**src/cbtf_pkg.sv**
```systemverilog
// Package for the cascaded boxcar tone filter: sizes, register indexes, controller
// states, the command word between controller and datapath, and length clamping.
// Depends on nothing; every other design file but cbtf_ram refers to it by scoped names.
`default_nettype none

package cbtf_pkg;

  // Both history depths are powers of two so that the circular indexes wrap freely.
  localparam int HISTORY_DEPTH  = 2048;
  localparam int TREND_DEPTH    = 64;
  localparam int SAMPLE_BITS    = 24;

  localparam int HIST_AW        = $clog2(HISTORY_DEPTH);
  localparam int HIST_CNT_BITS  = HIST_AW + 1;
  localparam int TREND_AW       = $clog2(TREND_DEPTH);
  localparam int TREND_CNT_BITS = TREND_AW + 1;

  localparam int LONG_LEN_BITS  = 12;
  localparam int TREND_LEN_BITS = 7;
  localparam int RECIP_BITS     = 25;
  localparam int RECIP_SPLIT    = 12;
  localparam int RECIP_FRAC     = 24;
  localparam int MIX_BITS       = 16;
  localparam int MIX_FRAC       = 15;

  localparam int CFG_INDEX_BITS = 3;
  localparam int CFG_DATA_BITS  = 25;

  localparam int SUM_BITS       = SAMPLE_BITS + HIST_AW + 1;
  localparam int TREND_BITS     = SAMPLE_BITS + 2;
  localparam int TREND_SUM_BITS = TREND_BITS + TREND_AW + 1;
  localparam int AVG_BITS       = SUM_BITS + 2;
  localparam int TDIFF_BITS     = AVG_BITS + 2;
  localparam int MUL_A_BITS     = AVG_BITS;
  localparam int MUL_B_BITS     = MIX_BITS;
  localparam int PROD_BITS      = MUL_A_BITS + MUL_B_BITS + 1;
  localparam int ACC_BITS       = 64;

  localparam logic [RECIP_BITS-1:0] RECIP_ONE = RECIP_BITS'(1) << RECIP_FRAC;
  localparam logic [MIX_BITS-1:0]   MIX_ONE   = MIX_BITS'(1) << MIX_FRAC;

  localparam logic [CFG_INDEX_BITS-1:0] REG_LONG_LENGTH      = 3'd0;
  localparam logic [CFG_INDEX_BITS-1:0] REG_SHORT_LENGTH     = 3'd1;
  localparam logic [CFG_INDEX_BITS-1:0] REG_TREND_LENGTH     = 3'd2;
  localparam logic [CFG_INDEX_BITS-1:0] REG_LONG_RECIPROCAL  = 3'd3;
  localparam logic [CFG_INDEX_BITS-1:0] REG_SHORT_RECIPROCAL = 3'd4;
  localparam logic [CFG_INDEX_BITS-1:0] REG_TREND_RECIPROCAL = 3'd5;
  localparam logic [CFG_INDEX_BITS-1:0] REG_TONE_MIX         = 3'd6;

  typedef enum logic [3:0] {
    ST_IDLE,
    ST_RD_LONG,
    ST_RD_SHORT,
    ST_LONG_LO,
    ST_LONG_HI,
    ST_SHORT_LO,
    ST_SHORT_HI,
    ST_TREND_PUT,
    ST_TREND_UPD,
    ST_TREND_LO,
    ST_TREND_HI,
    ST_MIX_DRY,
    ST_MIX_TONE,
    ST_FINISH
  } state_t;

  typedef enum logic [3:0] {
    MUL_NONE,
    MUL_LONG_LO,
    MUL_LONG_HI,
    MUL_SHORT_LO,
    MUL_SHORT_HI,
    MUL_TREND_LO,
    MUL_TREND_HI,
    MUL_DRY,
    MUL_TONE
  } mul_op_t;

  typedef enum logic [1:0] {
    AVG_NONE,
    AVG_LONG,
    AVG_SHORT,
    AVG_TREND
  } avg_sel_t;

  typedef struct packed {
    logic     take_in;
    logic     hist_rd_long;
    logic     hist_upd_long;
    logic     hist_rd_short;
    logic     hist_upd_short;
    logic     trend_rd;
    logic     trend_upd;
    mul_op_t  mul_op;
    logic     acc_load;
    avg_sel_t avg_sel;
    logic     out_load;
  } cmd_t;

  // A length of zero acts as one; a length above the depth acts as the depth.
  function automatic logic [HIST_CNT_BITS-1:0] clamp_hist(input logic [LONG_LEN_BITS-1:0] v);
    logic [31:0] w;
    w = 32'(v);
    if (w == 32'd0) begin
      return HIST_CNT_BITS'(1);
    end else if (w > 32'(HISTORY_DEPTH)) begin
      return HIST_CNT_BITS'(HISTORY_DEPTH);
    end
    return HIST_CNT_BITS'(w);
  endfunction

  function automatic logic [TREND_CNT_BITS-1:0] clamp_trend(
    input logic [TREND_LEN_BITS-1:0] v
  );
    logic [31:0] w;
    w = 32'(v);
    if (w == 32'd0) begin
      return TREND_CNT_BITS'(1);
    end else if (w > 32'(TREND_DEPTH)) begin
      return TREND_CNT_BITS'(TREND_DEPTH);
    end
    return TREND_CNT_BITS'(w);
  endfunction

endpackage

`default_nettype wire

```
**src/cbtf_ctrl.sv**
```systemverilog
// Sequencing controller of the tone filter: walks one sample through history reads,
// the shared multiplier passes and the output register. Uses cbtf_pkg.
`default_nettype none

module cbtf_ctrl (
  input  wire logic          clk,
  input  wire logic          rst,
  input  wire logic          in_valid,
  output logic               in_ready,
  output logic               out_valid,
  input  wire logic          out_ready,
  output cbtf_pkg::cmd_t     cmd
);

  cbtf_pkg::state_t state;
  cbtf_pkg::state_t state_next;
  logic             out_valid_next;

  always_ff @(posedge clk) begin
    if (rst) begin
      state     <= cbtf_pkg::ST_IDLE;
      out_valid <= 1'b0;
    end else begin
      state     <= state_next;
      out_valid <= out_valid_next;
    end
  end

  always_comb begin
    state_next = state;
    cmd        = '0;
    in_ready   = 1'b0;
    unique case (state)
      cbtf_pkg::ST_IDLE: begin
        in_ready = 1'b1;
        if (in_valid) begin
          cmd.take_in      = 1'b1;
          cmd.hist_rd_long = 1'b1;
          state_next       = cbtf_pkg::ST_RD_LONG;
        end
      end
      cbtf_pkg::ST_RD_LONG: begin
        cmd.hist_upd_long = 1'b1;
        cmd.hist_rd_short = 1'b1;
        cmd.trend_rd      = 1'b1;
        state_next        = cbtf_pkg::ST_RD_SHORT;
      end
      cbtf_pkg::ST_RD_SHORT: begin
        cmd.hist_upd_short = 1'b1;
        state_next         = cbtf_pkg::ST_LONG_LO;
      end
      cbtf_pkg::ST_LONG_LO: begin
        cmd.mul_op = cbtf_pkg::MUL_LONG_LO;
        state_next = cbtf_pkg::ST_LONG_HI;
      end
      cbtf_pkg::ST_LONG_HI: begin
        cmd.mul_op   = cbtf_pkg::MUL_LONG_HI;
        cmd.acc_load = 1'b1;
        state_next   = cbtf_pkg::ST_SHORT_LO;
      end
      cbtf_pkg::ST_SHORT_LO: begin
        cmd.mul_op  = cbtf_pkg::MUL_SHORT_LO;
        cmd.avg_sel = cbtf_pkg::AVG_LONG;
        state_next  = cbtf_pkg::ST_SHORT_HI;
      end
      cbtf_pkg::ST_SHORT_HI: begin
        cmd.mul_op   = cbtf_pkg::MUL_SHORT_HI;
        cmd.acc_load = 1'b1;
        state_next   = cbtf_pkg::ST_TREND_PUT;
      end
      cbtf_pkg::ST_TREND_PUT: begin
        cmd.avg_sel = cbtf_pkg::AVG_SHORT;
        state_next  = cbtf_pkg::ST_TREND_UPD;
      end
      cbtf_pkg::ST_TREND_UPD: begin
        cmd.trend_upd = 1'b1;
        state_next    = cbtf_pkg::ST_TREND_LO;
      end
      cbtf_pkg::ST_TREND_LO: begin
        cmd.mul_op = cbtf_pkg::MUL_TREND_LO;
        state_next = cbtf_pkg::ST_TREND_HI;
      end
      cbtf_pkg::ST_TREND_HI: begin
        cmd.mul_op   = cbtf_pkg::MUL_TREND_HI;
        cmd.acc_load = 1'b1;
        state_next   = cbtf_pkg::ST_MIX_DRY;
      end
      cbtf_pkg::ST_MIX_DRY: begin
        // The dry term does not need the trend average, so it overlaps its completion.
        cmd.mul_op  = cbtf_pkg::MUL_DRY;
        cmd.avg_sel = cbtf_pkg::AVG_TREND;
        state_next  = cbtf_pkg::ST_MIX_TONE;
      end
      cbtf_pkg::ST_MIX_TONE: begin
        cmd.mul_op   = cbtf_pkg::MUL_TONE;
        cmd.acc_load = 1'b1;
        state_next   = cbtf_pkg::ST_FINISH;
      end
      cbtf_pkg::ST_FINISH: begin
        if (!out_valid || out_ready) begin
          cmd.out_load = 1'b1;
          state_next   = cbtf_pkg::ST_IDLE;
        end
      end
      default: begin
        state_next = cbtf_pkg::ST_IDLE;
      end
    endcase
  end

  always_comb begin
    if (cmd.out_load) begin
      out_valid_next = 1'b1;
    end else if (out_ready) begin
      out_valid_next = 1'b0;
    end else begin
      out_valid_next = out_valid;
    end
  end

  a_accept_starts: assert property (@(posedge clk) disable iff (rst)
    (in_valid && in_ready) |=> (state == cbtf_pkg::ST_RD_LONG))
    else $error("accepted request did not start the history reads");

  a_no_overwrite: assert property (@(posedge clk) disable iff (rst)
    cmd.out_load |-> (!out_valid || out_ready))
    else $error("result register loaded while a result still waits");

  a_result_from_finish: assert property (@(posedge clk) disable iff (rst)
    $rose(out_valid) |-> $past(state == cbtf_pkg::ST_FINISH))
    else $error("result appeared outside the final step");

endmodule

`default_nettype wire

```
**config.mk**
```make
export PLATFORM = sky130hd
export DESIGN_NAME = cbtf_ctrl
export DESIGN_NICKNAME = d
export VERILOG_FILES = /design/src/cbtf_pkg.sv /design/src/cbtf_ctrl.sv
export SDC_FILE = /design/constraint.sdc
export NUM_CORES = 1
export LEC_CHECK = 0
export BUFFER_PORTS_ARGS = -buffer_cell sky130_fd_sc_hd__buf_2
export CELL_PAD_IN_SITES_DETAIL_PLACEMENT = 1
export CELL_PAD_IN_SITES_GLOBAL_PLACEMENT = 1
export CORE_MARGIN = 2
export CORE_UTILIZATION = 31
export DETAILED_ROUTE_END_ITERATION = 10
export PLACE_DENSITY = 0.82
export REMOVE_ABC_BUFFERS = 1
export SLEW_MARGIN = 10
export SYNTH_ARGS = -nofsm -noshare
export SYNTH_HDL_FRONTEND = slang
export SYNTH_SLANG_ARGS = --single-unit
```
**constraint.sdc**
```tcl
create_clock -name clk -period 2.8 [get_ports clk]
set_clock_uncertainty 0.1 [all_clocks]
set_input_delay 0.84 -clock clk [delete_from_list [all_inputs] [get_ports clk]]
set_output_delay 0.84 -clock clk [all_outputs]
set_load 0.02 [all_outputs]
```
[After elaboration in Yosys (flattened, before gate mapping)]
Index checks and enable logic that the tools add are counted.
Storage, ports and cells
  output and inout bits: 17
  flip-flop bits (word level): 5
  logic and storage cells: 40
  input bits: 4
Operators by class
  eq/ne operators: 15
  multiplexer cells: 17
  reductions and logical operators: 6
Operator list (number)
  $pmux W4 S14: 1
  $pmux W4 S8: 1
  $eq A4 B4 Y1 const B: 6
  $eq A4 B3 Y1 const B: 4
  $mux W1: 9
  $eq A4 B2 Y1 const B: 2
  $mux W4: 2
  $mux W2: 3
  $pmux W2 S3: 1
  $eq A4 B1 Y1 const B: 1
  $logic_not A4 Y1: 1
  $ne A2 B2 Y1 const B: 2
  $reduce_or A4 Y1: 1
  $reduce_and A2 Y1: 1
  $reduce_bool A2 Y1: 1
  $logic_not A1 Y1: 1
  $logic_or A1 B1 Y1: 1

[Longest topological paths before layout]
  word-level depth: 5
  gate-level depth with buffers: 5
  depth with buffers taken out: 3

[Worst setup path after synthesis]
No wires, ideal clock.
  kind: register -> output
  start point: register state[1]
  end point: output cmd[14] (netlist name)
  setup slack: 0.171 ns
  path buffers: 2
  arrival time: 1.689 ns
  cell stages (with the launch flop): 5
  data required time: 1.860 ns
  cell sequence: dfxtp_1 > buf_6 > nor4_1 > and2_1 > buf_4
RTL lines
  start, declared: line cbtf_ctrl.sv:15  | cbtf_pkg::state_t state;
  start signal, assigned: line cbtf_ctrl.sv:21  | state <= cbtf_pkg::ST_IDLE;
  start signal, assigned: line cbtf_ctrl.sv:24  | state <= state_next;
  end, declared: line cbtf_ctrl.sv:12  | output cbtf_pkg::cmd_t cmd

==> reports/metrics.cfg <==
[yosys]
yosys.area.top_type_share=0.231
netlist_top_cells_count=dfxtp_1, nand2_1, nor2_1
netlist_area_sq_um=433
synth.area.mux_share=0
ys_seq_elements=5
ys_types=28
synth_top_area_cell=dfxtp_1
synth-simple-area-share=0.347
synth_edf_count=0
synth_top_family_by_area=simple AND/OR/NAND/NOR gates
synth_cells=56
yosys-top-cells-area=dfxtp_1, buf_4, nand2b_1
synth_xor_area_frac=0.0202
ys_seq_area_frac=0.231
yosys_warnings=0
syn_area_per_cell_sq_um=7.73
async_flop_share=0
synth_adder_area_share=0
synth_compound_area_frac=0.240
ys.flop_type=dfxtp_1

[sta]
finalCriticalPeriod_ns=2.57
min_period_over_period=0.918
setup_viol_count_final=0
max-slew-margin-rel=0.661
worst_pin_slew_ns=0.508
drv_slew=0
fin_setup_tns_ns=0
rsz0062_at_grt=false
hold_viol=0
fmax_mhz=389

[setup_path]
required_ns=1.86
r2r-end=state[0]
end_kind=output port
cp_max_fo=16
slowest_delay_ns=0.63
crit_type=flip-flop to output port
r2r_start=state[2]
crit_family=flip-flops
crit_buf_inv=1
arrival_ns=1.63
cp_slowest_cell=dfxtp_1
r2r_slack_ns=1.41
crit_chain=or3b_1 -> o21ai_2 -> and2_1 -> buf_2
worst_setup_path_start_kind=flip-flop
rr_worst_depth=3

[global_routing]
grt_max_degree=17
grt_antenna_before_repair=0
grt_pass1_vias=375
overflow=0
grt_use_total=0.145
grt_pass1_wl_um=1600

[clocking]
clk_pin_slew_ns=0.04
cts_made_buffers=3
h-tree-depth=1
hold_buffers=0
cts_setup_buffers=0
clk_latency_ns=0.23
post_cts_resized=0
root_buffer=clkbuf_4
cts_buffer_depth=2
cts_sinks=5
cts_tree=yes

[die]
start_util=0.333
chipHeight_um=41.4
rows=13
io-pin-count=21
die_x_um=41.4
dieArea_sq_um=1710
design.core.area_sq_um=1300

[routing]
wl_per_cell_um=11.4
drtIter0Drc=0
drt-pass1-iter-count=1
routed_wl_um=992
via_count=438
avgViaCountPerCell=5.03
drcViolationCount=0
final_antenna_net_count=0

[placement]
dpl_cell_area_sq_um=489
numPortBuffers=20
hpwl_um=782
place_inst=83
gp_congestion=0.742

[worst_hold_path]
hold_start=out_valid
hold_path_depth=2
hold_end=state[0]
min_path_type=flip-flop to flip-flop

[power_and_ir_drop]
peakVddDrop_mv=0.327
p_per_area_nw_per_um2=470
power.leakage_nw=0.251

[final_layout]
final-instance-count-excl-fill=87
fin_area_sq_um=515
nets=77
drive_above_1_share=0.389
syn_to_final_growth_pct=19.1
diodes=0
fillCellCount=187

[run]
max_cap_violations=0

[outcome]
status=finished, final reports clean

## state kept, by name (all words and copies together), names as in the netlist
signal	cells
out_valid	1
state	4
## cell type report
type                       count  area (sq um)  share of cell area
clock buffer                   4          26.3              0.0510
timing repair buffer          20           100               0.194
sequential                     5           100               0.194
multi-input combinational     41           263               0.510
inverter                       2          7.51              0.0146
tap                           15          18.8              0.0364
## report_power, final
group / internal (mW) / switching, mW
combinational: 0.0291 / 0.0446
clock: 0.0537 / 0.0262
sequential: 0.0758 / 0.0130
## cells in the final DEF (no fill, tap or decap), drive strengths merged
cell type	instances
dfxtp	5
nand2b	5
o22ai	1
nor3	2
o31ai	1
o21ba	1
o2111ai	1
and2	2
a21oi	4
buf	20
clkbuf	4
or2	2
and3	1
nor2b	1
nor4	1
xor2	1
or3	1
a2111oi	1
a311oi	1
inv	2
nor2	5
or3b	1
o21ai	4
nand2	5
## per-layer routing
layer | track usage | vias to the layer above | share of wire
met3 | 0.0479 | 0 | 0.041
li1 | - | 223 | -
met1 | 0.159 | 206 | 0.41
met5 | 0 | - | 0
met2 | 0.273 | 9 | 0.54
met4 | 0.0242 | 0 | 0
## tightest hold or removal path, stage by stage (launching register included)
cell	delay, ns
dfxtp_1	0.31
nand2b_1	0.13
o31ai_2	0.08
## stage by stage
step	utilization	power (mW)	hold WS, ns	setup WS (ns)
after detailed placement	0.376	0.165	0.456	0.480
after global placement	0.376	0.163	0.450	0.522
final	0.396	0.242	0.464	0.230
after global routing	0.396	0.261	0.498	0.109
after CTS	0.396	0.247	0.470	0.222
after floorplan	-	0.137	0.493	0.165
## logic make-up (layout without fill, tap and decap cells)
kind of cell / after synthesis / in the layout
and+or+nand+nor: 26 / 26
AOI/OAI and AO/OA: 14 / 14
xor gates and xnor gates: 1 / 1
buffers and inverters: 10 / 26
DFF: 5 / 5
## worst max-delay path by stage
stage / slack, ns / startpoint / depth (start not counted) / end
2_1_floorplan: 0.17 / state[2] / 2 / cmd[13]
3_3_place_gp: 0.52 / state[2] / 4 / cmd[1]
3_5_place_dp: 0.48 / state[2] / 4 / cmd[1]
4_1_cts: 0.22 / state[2] / 4 / cmd[1]
5_1_grt: 0.11 / state[2] / 4 / cmd[1]
6_report: 0.23 / state[2] / 4 / cmd[1]
No activity file was read; power rests on OpenSTA's default activity.
